[config.mk]
export PLATFORM = sky130hd
export DESIGN_NAME = windowed_hysteresis_qualifier
export DESIGN_NICKNAME = d
export VERILOG_FILES = /design/src/hdl/whq_pkg.sv /design/src/hdl/whq_window.sv /design/src/hdl/windowed_hysteresis_qualifier.sv
export SDC_FILE = /design/constraint.sdc
export NUM_CORES = 1
export LEC_CHECK = 0
export BUFFER_PORTS_ARGS = -buffer_cell sky130_fd_sc_hd__buf_2
export CORE_ASPECT_RATIO = 0.7
export CORE_MARGIN = 5
export CORE_UTILIZATION = 60
export CTS_CLUSTER_DIAMETER = 30
export CTS_CLUSTER_SIZE = 16
export DETAILED_ROUTE_END_ITERATION = 10
export GPL_TIMING_DRIVEN = 0
export PLACE_DENSITY = 0.8
export SYNTH_ARGS = -nofsm -noshare
export SYNTH_HDL_FRONTEND = slang
export SYNTH_SLANG_ARGS = --single-unit
[constraint.sdc]
create_clock -name clk_i -period 11.8 [get_ports clk_i]
set_input_delay 2.36 -clock clk_i [delete_from_list [all_inputs] [get_ports clk_i]]
set_output_delay 2.36 -clock clk_i [all_outputs]
set_load 0.01 [all_outputs]
[src/hdl/whq_pkg.sv]
`timescale 1ns / 1ps
`default_nettype none

package whq_pkg;

  // Default depth of each sample ring
  localparam int unsigned MaxWindowDefault = 64;

  // Configuration port geometry
  localparam int unsigned CfgIdxW  = 3;
  localparam int unsigned CfgDataW = 7;
  localparam int unsigned PctW     = 7;
  localparam int unsigned LenRegW  = 7;
  localparam int unsigned OnesW    = 7;

  // Register indexes
  localparam logic [CfgIdxW-1:0] RegOnPercent     = 3'd0;
  localparam logic [CfgIdxW-1:0] RegOffPercent    = 3'd1;
  localparam logic [CfgIdxW-1:0] RegOnWindowLen   = 3'd2;
  localparam logic [CfgIdxW-1:0] RegOffWindowLen  = 3'd3;
  localparam logic [CfgIdxW-1:0] RegRecentWinLen  = 3'd4;

  // Register reset values
  localparam logic [PctW-1:0]    OnPercentReset    = 7'd70;
  localparam logic [PctW-1:0]    OffPercentReset   = 7'd50;
  localparam logic [LenRegW-1:0] OnWindowLenReset  = 7'd40;
  localparam logic [LenRegW-1:0] OffWindowLenReset = 7'd20;
  localparam logic [LenRegW-1:0] RecentLenReset    = 7'd10;

  // Full scale of a percentage
  localparam logic [PctW-1:0] Pct100 = 7'd100;

  typedef struct packed {
    logic turret_ready;
    logic hood_ready;
    logic wheel_spun_up;
  } in_item_t;

  typedef struct packed {
    logic             qualified;
    logic [OnesW-1:0] on_ones;
  } out_item_t;

  // Clamp a percent register to full scale
  function automatic logic [PctW-1:0] eff_pct(input logic [PctW-1:0] v);
    eff_pct = (v > Pct100) ? Pct100 : v;
  endfunction

endpackage

`default_nettype wire

[src/hdl/whq_window.sv]
`timescale 1ns / 1ps
`default_nettype none

// One sliding window: bit ring with write position, fill count and ones count.
// The ring is read one slot ahead so the sample that drops out is ready in a
// register when the next push arrives.
module whq_window #(
  parameter int unsigned MaxWindow = whq_pkg::MaxWindowDefault,
  localparam int unsigned PosW = $clog2(MaxWindow),
  localparam int unsigned CntW = $clog2(MaxWindow + 1)
) (
  input  wire logic            clk_i,
  input  wire logic            rst_ni,
  input  wire logic            clear_i,
  input  wire logic            push_i,
  input  wire logic            sample_i,
  input  wire logic [CntW-1:0] len_i,
  output logic      [CntW-1:0] fill_nxt_o,
  output logic      [CntW-1:0] count_nxt_o
);

  logic [PosW-1:0] pos_q;
  logic [CntW-1:0] fill_q;
  logic [CntW-1:0] count_q;
  logic            rd_q;
  logic            ring_q [MaxWindow];

  logic            full;
  logic [CntW-1:0] pos_inc;
  logic [PosW-1:0] pos_d;
  logic [CntW-1:0] fill_d;
  logic [CntW-1:0] count_d;

  // Window update for one push
  always_comb begin
    full    = (fill_q >= len_i);
    pos_inc = CntW'(pos_q) + CntW'(1);
    pos_d   = (pos_inc == len_i) ? '0 : pos_inc[PosW-1:0];
    fill_d  = full ? fill_q : (fill_q + CntW'(1));
    count_d = count_q + CntW'(sample_i) - CntW'(full & rd_q);
  end

  assign fill_nxt_o  = fill_d;
  assign count_nxt_o = count_d;

  // Control state; a clear empties the window
  always_ff @(posedge clk_i or negedge rst_ni) begin
    if (!rst_ni) begin
      pos_q   <= '0;
      fill_q  <= '0;
      count_q <= '0;
    end else if (clear_i) begin
      pos_q   <= '0;
      fill_q  <= '0;
      count_q <= '0;
    end else if (push_i) begin
      pos_q   <= pos_d;
      fill_q  <= fill_d;
      count_q <= count_d;
    end
  end

  // Ring storage; slots are only read back once the window is full,
  // so every slot read has been written since the last clear.
  // Bypass covers a window of one slot, where write and next read coincide.
  always_ff @(posedge clk_i) begin
    if (push_i && !clear_i) begin
      ring_q[pos_q] <= sample_i;
      rd_q          <= (pos_d == pos_q) ? sample_i : ring_q[pos_d];
    end
  end

endmodule

`default_nettype wire

[src/hdl/windowed_hysteresis_qualifier.sv]
`timescale 1ns / 1ps
`default_nettype none

// Channel   Direction  Handshake                 Payload
// input     in         in_valid_i / in_stall_o   in_data_i  (whq_pkg::in_item_t)
// output    out        out_valid_o / out_stall_i out_data_o (whq_pkg::out_item_t)
// config    in         cfg_we_i                  cfg_idx_i, cfg_wdata_i
//
// One item per cycle sustained while the result is not stalled; an item passes
// the input register, then the window update into the result register.
// Reset leaves the registers at their defaults, all windows empty, flag low.
// A stalled result holds the update stage; the input register still takes one
// more item, then the input stalls too.
module windowed_hysteresis_qualifier #(
  parameter int unsigned MaxWindow = whq_pkg::MaxWindowDefault
) (
  input  wire logic                           clk_i,
  input  wire logic                           rst_ni,
  input  wire logic                           in_valid_i,
  output logic                                in_stall_o,
  input  wire whq_pkg::in_item_t              in_data_i,
  output logic                                out_valid_o,
  input  wire logic                           out_stall_i,
  output whq_pkg::out_item_t                  out_data_o,
  input  wire logic                           cfg_we_i,
  input  wire logic [whq_pkg::CfgIdxW-1:0]    cfg_idx_i,
  input  wire logic [whq_pkg::CfgDataW-1:0]   cfg_wdata_i
);

  localparam int unsigned CntW = $clog2(MaxWindow + 1);
  localparam int unsigned LenW = (CntW > whq_pkg::LenRegW) ? CntW : whq_pkg::LenRegW;
  localparam int unsigned MulW = CntW + whq_pkg::PctW;

  // Clamp a length register to 1..MaxWindow
  function automatic logic [CntW-1:0] eff_len(input logic [whq_pkg::LenRegW-1:0] v);
    logic [LenW-1:0] ext;
    ext = LenW'(v);
    if (v == '0) begin
      eff_len = CntW'(1);
    end else if (ext > LenW'(MaxWindow)) begin
      eff_len = CntW'(MaxWindow);
    end else begin
      eff_len = ext[CntW-1:0];
    end
  endfunction

  // Configuration registers
  logic [whq_pkg::PctW-1:0]    on_pct_q;
  logic [whq_pkg::PctW-1:0]    off_pct_q;
  logic [whq_pkg::LenRegW-1:0] on_len_q;
  logic [whq_pkg::LenRegW-1:0] off_len_q;
  logic [whq_pkg::LenRegW-1:0] rec_len_q;
  logic                        win_clear;

  always_ff @(posedge clk_i or negedge rst_ni) begin
    if (!rst_ni) begin
      on_pct_q  <= whq_pkg::OnPercentReset;
      off_pct_q <= whq_pkg::OffPercentReset;
      on_len_q  <= whq_pkg::OnWindowLenReset;
      off_len_q <= whq_pkg::OffWindowLenReset;
      rec_len_q <= whq_pkg::RecentLenReset;
    end else if (cfg_we_i) begin
      case (cfg_idx_i)
        whq_pkg::RegOnPercent:    on_pct_q  <= cfg_wdata_i;
        whq_pkg::RegOffPercent:   off_pct_q <= cfg_wdata_i;
        whq_pkg::RegOnWindowLen:  on_len_q  <= cfg_wdata_i;
        whq_pkg::RegOffWindowLen: off_len_q <= cfg_wdata_i;
        whq_pkg::RegRecentWinLen: rec_len_q <= cfg_wdata_i;
        default: ;
      endcase
    end
  end

  // Any length write empties all three windows
  assign win_clear = cfg_we_i && ((cfg_idx_i == whq_pkg::RegOnWindowLen) ||
                                  (cfg_idx_i == whq_pkg::RegOffWindowLen) ||
                                  (cfg_idx_i == whq_pkg::RegRecentWinLen));

  // Handshake and pipeline control
  logic s1_valid_q;
  logic s1_sample_q;
  logic out_valid_q;
  logic advance;
  logic in_xfer;

  assign advance    = s1_valid_q && (!out_valid_q || !out_stall_i);
  assign in_stall_o = s1_valid_q && !advance;
  assign in_xfer    = in_valid_i && !in_stall_o;

  always_ff @(posedge clk_i or negedge rst_ni) begin
    if (!rst_ni) begin
      s1_valid_q  <= 1'b0;
      out_valid_q <= 1'b0;
    end else begin
      if (in_xfer) begin
        s1_valid_q <= 1'b1;
      end else if (advance) begin
        s1_valid_q <= 1'b0;
      end
      if (advance) begin
        out_valid_q <= 1'b1;
      end else if (!out_stall_i) begin
        out_valid_q <= 1'b0;
      end
    end
  end

  // Raw sample: all three subsystems ready
  always_ff @(posedge clk_i) begin
    if (in_xfer) begin
      s1_sample_q <= in_data_i.turret_ready & in_data_i.hood_ready &
                     in_data_i.wheel_spun_up;
    end
  end

  // Effective lengths and percents
  logic [CntW-1:0]          len_on;
  logic [CntW-1:0]          len_off;
  logic [CntW-1:0]          len_rec;
  logic [whq_pkg::PctW-1:0] pon;
  logic [whq_pkg::PctW-1:0] poff;

  assign len_on  = eff_len(on_len_q);
  assign len_off = eff_len(off_len_q);
  assign len_rec = eff_len(rec_len_q);
  assign pon     = whq_pkg::eff_pct(on_pct_q);
  assign poff    = whq_pkg::eff_pct(off_pct_q);

  // The three windows
  logic [CntW-1:0] on_fill_n;
  logic [CntW-1:0] on_cnt_n;
  logic [CntW-1:0] off_fill_n;
  logic [CntW-1:0] off_cnt_n;
  logic [CntW-1:0] rec_fill_n;
  logic [CntW-1:0] rec_cnt_n;

  whq_window #(.MaxWindow(MaxWindow)) u_on_win (
    .clk_i       (clk_i),
    .rst_ni      (rst_ni),
    .clear_i     (win_clear),
    .push_i      (advance),
    .sample_i    (s1_sample_q),
    .len_i       (len_on),
    .fill_nxt_o  (on_fill_n),
    .count_nxt_o (on_cnt_n)
  );

  whq_window #(.MaxWindow(MaxWindow)) u_off_win (
    .clk_i       (clk_i),
    .rst_ni      (rst_ni),
    .clear_i     (win_clear),
    .push_i      (advance),
    .sample_i    (~s1_sample_q),
    .len_i       (len_off),
    .fill_nxt_o  (off_fill_n),
    .count_nxt_o (off_cnt_n)
  );

  whq_window #(.MaxWindow(MaxWindow)) u_rec_win (
    .clk_i       (clk_i),
    .rst_ni      (rst_ni),
    .clear_i     (win_clear),
    .push_i      (advance),
    .sample_i    (~s1_sample_q),
    .len_i       (len_rec),
    .fill_nxt_o  (rec_fill_n),
    .count_nxt_o (rec_cnt_n)
  );

  // Hysteresis: cross-multiplied percent compares on the updated windows
  logic flag_q;
  logic flag_d;
  logic rise_ok;
  logic fall_ok;

  always_comb begin
    rise_ok = (on_fill_n >= len_on) &&
              ((MulW'(on_cnt_n) * MulW'(whq_pkg::Pct100)) >=
               (MulW'(pon) * MulW'(on_fill_n)));
    fall_ok = (off_fill_n >= len_off) && (rec_fill_n >= len_rec) &&
              ((MulW'(off_cnt_n) * MulW'(whq_pkg::Pct100)) >=
               (MulW'(poff) * MulW'(off_fill_n))) &&
              ((MulW'(rec_cnt_n) * MulW'(whq_pkg::Pct100)) >
               (MulW'(poff) * MulW'(rec_fill_n)));
    flag_d  = flag_q ? !fall_ok : rise_ok;
  end

  always_ff @(posedge clk_i or negedge rst_ni) begin
    if (!rst_ni) begin
      flag_q <= 1'b0;
    end else if (advance) begin
      flag_q <= flag_d;
    end
  end

  // Result register
  whq_pkg::out_item_t out_data_q;

  always_ff @(posedge clk_i) begin
    if (advance) begin
      out_data_q.qualified <= flag_d;
      out_data_q.on_ones   <= whq_pkg::OnesW'(on_cnt_n);
    end
  end

  assign out_valid_o = out_valid_q;
  assign out_data_o  = out_data_q;

endmodule

`default_nettype wire

* Word level (Yosys, flattened, before mapping)
Memories as Yosys holds them, arrays and structs flattened. A register that Yosys moved wholly into a read port is not among the register bits. Index checks and enable logic that the tools add are counted.
Word-level totals: register bits 107, bits in latches 0, RAM bits 192, memory bits (read-only) 0, input port bits 18, output and inout bits 10, word-level logic and storage cells 137, memories kept 3
Memory list:
- u_off_win.ring_q | words 64, bits a word 1, rd ports 1, clocked after Yosys merged registers in 1, wr ports 1, RTL line whq_window.sv:26 | logic ring_q [MaxWindow];
- u_on_win.ring_q | words 64, bits a word 1, rd ports 1, clocked after Yosys merged registers in 1, wr ports 1, RTL line whq_window.sv:26
- u_rec_win.ring_q | words 64, bits a word 1, rd ports 1, clocked after Yosys merged registers in 1, wr ports 1, RTL line whq_window.sv:26
Operators by class: add/subtract/negate cells 12, $mul 6, div/mod/pow operators 0, magnitude comparators 14, eq/ne operators 8, shift operators 0, multiplexer cells 39, bitwise gates (word level) 6, reduce and logical (&&, ||, !) cells 29
Operators by type and width (count):
- 7-bit 2-to-1 mux | 23
- 6-bit 2-to-1 mux | 9
- 7-bit >= comparator | 6
- 7-bit by 7-bit multiplier with 14-bit output | 3
- 7-bit by 5-bit multiplier with 12-bit output, second input constant | 3
- 7-bit > comparator, second input constant | 5
- 14-bit >= comparator | 2
- 6-bit by 1-bit adder with 7-bit output, second input constant | 3
- 7-bit by 1-bit adder with 7-bit output | 3
- 7-bit by 1-bit adder with 7-bit output, second input constant | 3
- 7-bit equality test | 3
- 7-bit logical NOT | 3
- 7-bit subtractor | 3
- 14-bit > comparator | 1
- 2-bit AND reduction | 5
- 1-bit logical AND | 9
- 1-bit 2-to-1 mux | 7
- 3-bit by 2-bit equality test with 1-bit output, second input constant | 2
- 1-bit logical NOT | 6
- 1-bit AND | 5
- 2-bit nonzero test | 2
- 3-bit by 1-bit equality test with 1-bit output, second input constant | 1
- 3-bit equality test, second input constant | 1
- 3-bit logical NOT | 1
- 3 further kinds | 5

* Logic depth before layout (Yosys ltp)
depth in word-level cells 12, depth in mapped cells 38, gate-level depth less buffers 38

* Modules after synthesis
From an unflattened synthesis, not the netlist that was laid out.
Second synthesis, totals: cells, all modules 2377, area total of the unflattened synthesis 23896.7 µm²
By module, submodules not included:
- whq_window | times used 3, cells each 442, area an instance 4723.3 µm², sequential area each 2452.4 µm²
- windowed_hysteresis_qualifier | times used 1, cells each 1051, area an instance 9726.8 µm², sequential area each 1236.2 µm²

* Worst setup path before layout
Ideal clock, no wire load.
path type register to register, from register rec_len_q[2] (netlist name), to register out_data_q (netlist bit out_data_o[7]), data pin, setup time 268 ps, arrival 7820 ps, required time 11532 ps, setup slack 3712 ps, cell stages (with the launch flop) 36, path buffers 0, clock period less this slack 8088 ps, cell sequence dfrtp_1 nor4_1 a21oi_1 nor2_1 ha_1 nand2b_1 a21o_1 a21o_1 a21oi_1 o21ai_1 or3_1 nor2_1 xor2_1 nand2_1 fa_1 fa_1 inv_1 fa_1 inv_1 fa_1 inv_1 ha_1 a21boi_0 o21ai_0 a21oi_1 o21a_1 o21ai_0 nor4b_1 a311oi_1 ha_1 nand4_1 or2_2 o221ai_1 nand2_1 a211oi_1 a21oi_1
Between the ends: cells in the longest elaborated chain, start to end 11, elaborated cells between the ends (all ways) 17, classes of those cells add/sub (1); mul (2); order compare (4); mux (4); bitwise (1); reduce/logical (5)
Ends and longest elaborated chain:
- start, declared | RTL line windowed_hysteresis_qualifier.sv:52 | logic [whq_pkg::LenRegW-1:0] rec_len_q;
- start signal, assigned | RTL line windowed_hysteresis_qualifier.sv:61 | rec_len_q <= whq_pkg::RecentLenReset;
- start signal, assigned | RTL line windowed_hysteresis_qualifier.sv:68 | whq_pkg::RegRecentWinLen: rec_len_q <= cfg_wdata_i;
- 7-bit > comparator | RTL line windowed_hysteresis_qualifier.sv:40 | end else if (ext > LenW'(MaxWindow)) begin
- 7-bit 2-to-1 mux | RTL line windowed_hysteresis_qualifier.sv:40
- 7-bit 2-to-1 mux (*) | RTL line windowed_hysteresis_qualifier.sv:38 | if (v == '0) begin
- 7-bit >= comparator | RTL line whq_window.sv:36 | full = (fill_q >= len_i);
- 1-bit AND or 7-bit 2-to-1 mux (tied branches) | RTL line whq_window.sv:40, whq_window.sv:39
- 7-bit subtractor or 7-bit >= comparator (tied branches) | RTL line whq_window.sv:40, windowed_hysteresis_qualifier.sv:180
- 7-bit by 5-bit multiplier with 12-bit output or 1-bit logical AND (tied branches) | RTL line windowed_hysteresis_qualifier.sv:183, windowed_hysteresis_qualifier.sv:180
- 14-bit > comparator or 1-bit logical AND (tied branches) | RTL line windowed_hysteresis_qualifier.sv:183, windowed_hysteresis_qualifier.sv:180
- 1-bit logical AND (*) | RTL line windowed_hysteresis_qualifier.sv:182 | (MulW'(poff) * MulW'(off_fill_n))) &&
- 1-bit logical NOT (*) | RTL line windowed_hysteresis_qualifier.sv:185 | flag_d = flag_q ? !fall_ok : rise_ok;
- 1-bit 2-to-1 mux (*) | RTL line windowed_hysteresis_qualifier.sv:185
- net flag_d | RTL line windowed_hysteresis_qualifier.sv:172 | logic flag_d;
- end, declared | RTL line windowed_hysteresis_qualifier.sv:197 | whq_pkg::out_item_t out_data_q;
Mark *: on every way through the listed nets, which the timed path passes. The rest lies on a longest branch. A chain may end at the register's enable or synchronous reset.

* Final worst setup path
Same ends and word-level chain as after synthesis.

==> impl_summary.txt <==
----------------------------------------------------
[Drt]
  Number of vias in the routed layout ... 17632
  Routed wire per std cell ... 19.60 um
  Remaining antenna violation count after routing ... 0
  Via density per instance ... 6.137
  Post-Route WL ... 56.31 mm
  Length of the first detailed-routing pass in iterations ... 6
  DRC marker count from the first detailed-route iteration ... 2008
  DRC errors left ... 0

[STA]
  Max Freq ... 0.1069 GHz
  Post-route setup TNS ... 0 ns
  Final period utilization ... 79.26%
  RSZ-0062 raised after global routing ... no
  Slew HR ... 19.91%
  Final min period ... 9.352 ns
  Pins Over Slew Limit ... 0
  Hold violation count in the final report ... 0
  Worst clock skew ... 0.04710 ns
  Final setup violation count ... 0
  Slew of the pin with the lowest slew margin ... 1.201 ns

[Worst setup path]
  Crit path kind ... register to register
  Source of the worst register-to-register timing path ... rec_len_q[2]
  Arrival time worst endpoint ... 9.63 ns
  Kind of launch point of the worst setup path ... register
  Element type at the critical path end ... register
  Startpoint of the worst setup timing path ... rec_len_q[2]
  Reg2reg path depth ... 35
  Worst EP required ... 12.08 ns
  Crit path largest cell delay ... 0.55 ns
  Slowest cell on crit path ... sky130_fd_sc_hd__fa_1
  Crit-path max FO ... 8
  Worst setup slack for register-to-register paths ... 2.45 ns

[Clock network]
  CTS sink count ... 302
  Post-CTS Setup Bufs ... 0
  Cell at the root of the clock tree ... sky130_fd_sc_hd__clkbuf_16
  Post-cts resize count ... 0
  CTS tree ... yes
  H-tree levels ... 2
  Buffer levels on the longest clock path ... 3
  CTS hold repair buffers ... 0
  Clock input transition at the sequential cells of the worst setup and hold paths ... 0.06 ns
  Cts bufs inserted ... 42
  Clk Latency, worst-skew pair ... 0.58 ns

[Status]
  Run status ... finished clean

[Placed design]
  Final HPWL DP ... 40.75 mm
  Cell Area, Placed ... 0.02382 sq mm
  Routability cong. ... 0.9509
  Post-Place Cells ... 2796
  Count of input and output buffers ... 25

[Final layout]
  Total of fill cells in the finished design ... 2823
  Antenna Diode Count ... 0
  Final standard cell area without fillers ... 0.02523 sq mm
  Register cell area after layout ... 0.008593 sq mm
  Number of nets at the end of the flow ... 2722
  Area of the multi-input gates ... 0.01330 sq mm
  Fraction of layout cells with a size suffix above 1 ... 9.003%
  Number of standard cells in the final layout excluding fillers ... 2873
  Growth of design area from synthesis to finish ... 9.920%
  Final standard cell utilization of the core ... 66.16%

[Yosys]
  Most common flop cell mapped by yosys ... sky130_fd_sc_hd__edfxtp_1
  Combined area of all synthesized cells ... 0.02296 sq mm
  Cell count after synthesis ... 2271
  Seq/Total Area, Yosys ... 37.43%
  Number of different library cells in the post-synthesis netlist ... 74
  Number of synthesized flops with an enable pin ... 204
  Asr flop ratio synth ... 32.45%
  Flip-flop and latch count after synthesis ... 302
  Post-synthesis net count ... 2649
  Post-Synthesis Mean Instance Area ... 10.11 sq um
  Ys Warns ... 0

[Floorplan]
  Die outline area ... 0.04233 sq mm
  X dimension of the die ... 243.8 um
  Initial core utilization ... 60.19%
  Die boundary height ... 173.7 um
  Core Box Area ... 0.03814 sq mm
  Std-Cell Rows ... 60
  Number of I/O pins ... 28

[Global routing]
  GR Overflow Total ... 0
  Number of antenna violations at the first check in global routing ... 0
  Vias in the first global route ... 17723
  Pin count of the biggest net entering global routing ... 108
  First-pass GRT wire length ... 91.82 mm
  Total routing resource utilization after global routing ... 26.49%

[Hold path]
  Depth of the worst hold-timing path ... 1
  Class of the most critical hold timing path ... register to register
  Origin of the worst min-delay path ... on_len_q[0]

[Job]
  Max-cap violations ... 0

----------------------------------------------------
flip-flops by register name, summed over array words and instances (netlist names), 8 cells and up:
register and flops:
out_data_o 8, u_rec_win.ring_q 64, u_off_win.ring_q 64, u_on_win.ring_q 64
logic make-up after synthesis:
group / after synthesis / share of synthesized area (%)
multiplexers: 91 / 6.083
AO/OA/AOI/OAI: 336 / 9.157
AND/OR/NAND/NOR: 788 / 15.55
flip-flops: 302 / 37.43
buffers and inverters: 272 / 4.622
XOR/XNOR: 122 / 4.884
adder cells (fa/ha/maj): 360 / 22.27
area by class of cell:
cell class	instances	share of cell area (%)
well taps	496	2.459
clock inverters	29	1.274
multi-input cells	1697	52.71
inverters	192	2.866
flip-flops and latches	302	34.06
repair buffers	29	0.9421
plain buffers	80	1.349
clock buffers	48	4.339
synthesized netlist by cell type, types with 7 or more instances:
| cell type | instances | area share [%] |
|---|---|---|
| sky130_fd_sc_hd__a21o_1 | 50 | 1.6 |
| sky130_fd_sc_hd__xor2_1 | 43 | 1.6 |
| sky130_fd_sc_hd__nand2_1 | 162 | 2.6 |
| sky130_fd_sc_hd__dfrtp_1 | 86 | 9.4 |
| sky130_fd_sc_hd__mux2_2 | 38 | 1.9 |
| sky130_fd_sc_hd__inv_1 | 190 | 3.1 |
| sky130_fd_sc_hd__and3_1 | 11 | 0.30 |
| sky130_fd_sc_hd__a211oi_1 | 15 | 0.49 |
| sky130_fd_sc_hd__nand4_1 | 15 | 0.41 |
| sky130_fd_sc_hd__nor2_1 | 367 | 6.0 |
| sky130_fd_sc_hd__dfstp_2 | 12 | 1.4 |
| sky130_fd_sc_hd__and2_1 | 15 | 0.41 |
| sky130_fd_sc_hd__nor3_1 | 33 | 0.72 |
| sky130_fd_sc_hd__xnor2_1 | 74 | 2.8 |
| sky130_fd_sc_hd__mux2i_1 | 18 | 0.78 |
| sky130_fd_sc_hd__edfxtp_1 | 204 | 27 |
| sky130_fd_sc_hd__buf_1 | 20 | 0.33 |
| sky130_fd_sc_hd__buf_2 | 11 | 0.24 |
| sky130_fd_sc_hd__nor4_1 | 7 | 0.19 |
| sky130_fd_sc_hd__or3_1 | 17 | 0.46 |
| sky130_fd_sc_hd__nor2b_1 | 46 | 1.3 |
| sky130_fd_sc_hd__mux4_2 | 35 | 3.4 |
| sky130_fd_sc_hd__fa_1 | 81 | 7.1 |
| sky130_fd_sc_hd__clkbuf_1 | 45 | 0.74 |
| sky130_fd_sc_hd__o21bai_1 | 17 | 0.56 |
| sky130_fd_sc_hd__o21ai_0 | 66 | 1.4 |
| sky130_fd_sc_hd__nand3_1 | 48 | 1.0 |
| sky130_fd_sc_hd__ha_1 | 279 | 15 |
| sky130_fd_sc_hd__nand3b_1 | 16 | 0.52 |
| sky130_fd_sc_hd__nand2b_1 | 33 | 0.90 |
| sky130_fd_sc_hd__a21oi_1 | 121 | 2.6 |
critical path: cells and delay by family (launching register included):
family                   cells  cell delay, ns
flip-flops                   1            0.41
AND/OR/NAND/NOR             10            2.38
AO/OA/AOI/OAI               14            2.53
XOR/XNOR                     1            0.54
buffers and inverters        3            0.16
adder cells (fa/ha/maj)      7            3.04
cell usage in the layout (no fill, tap or decap), types with 18 or more instances in the layout:
cell type                   synthesis  final
sky130_fd_sc_hd__nor2b_1           46     46
sky130_fd_sc_hd__edfxtp_1         204    204
sky130_fd_sc_hd__nand2b_1          33     33
sky130_fd_sc_hd__a21oi_1          121    121
sky130_fd_sc_hd__mux2_2            38     38
sky130_fd_sc_hd__nand3_1           48     48
sky130_fd_sc_hd__inv_1            190    189
sky130_fd_sc_hd__mux4_2            35     35
sky130_fd_sc_hd__ha_1             279    279
sky130_fd_sc_hd__nor3_1            33     33
sky130_fd_sc_hd__buf_1             20     20
sky130_fd_sc_hd__mux2i_1           18     18
sky130_fd_sc_hd__o21ai_0           66     66
sky130_fd_sc_hd__clkbuf_1          45     50
sky130_fd_sc_hd__xor2_1            43     43
sky130_fd_sc_hd__dfrtp_1           86     86
sky130_fd_sc_hd__nor2_1           367    367
sky130_fd_sc_hd__clkbuf_16          0     43
sky130_fd_sc_hd__buf_2             11     35
sky130_fd_sc_hd__xnor2_1           74     74
sky130_fd_sc_hd__a21o_1            50     50
sky130_fd_sc_hd__nand2_1          162    162
sky130_fd_sc_hd__fa_1              81     81
worst paths after layout:
kind,to
worst max-delay path,out_data_o[7]
worst min-delay path,on_len_q[0]
worst max register to register,out_data_o[7]
worst min register to register,on_len_q[0]
max in group asynchronous,rec_len_q[3]
min in group asynchronous,u_off_win.count_q[3]
per-layer routing:
layer,GRT usage (%),part of all wire [%]
met1,37.99,43
met2,41.20,45
met3,5.919,9.6
met4,7.190,2.4
met5,0,0
stage by stage:
stage                     setup slack (ns)  hold WS [ns]
final                                2.448        0.5256
after global routing                 1.787        0.5403
after CTS                            2.464        0.5264
after detailed placement             2.531        0.4860
after global placement               1.955        0.4735
after floorplan                      3.712        0.4574
Power is not shown: default switching activity piles up to over one toggle a cycle in this logic, so the estimate is an artifact.
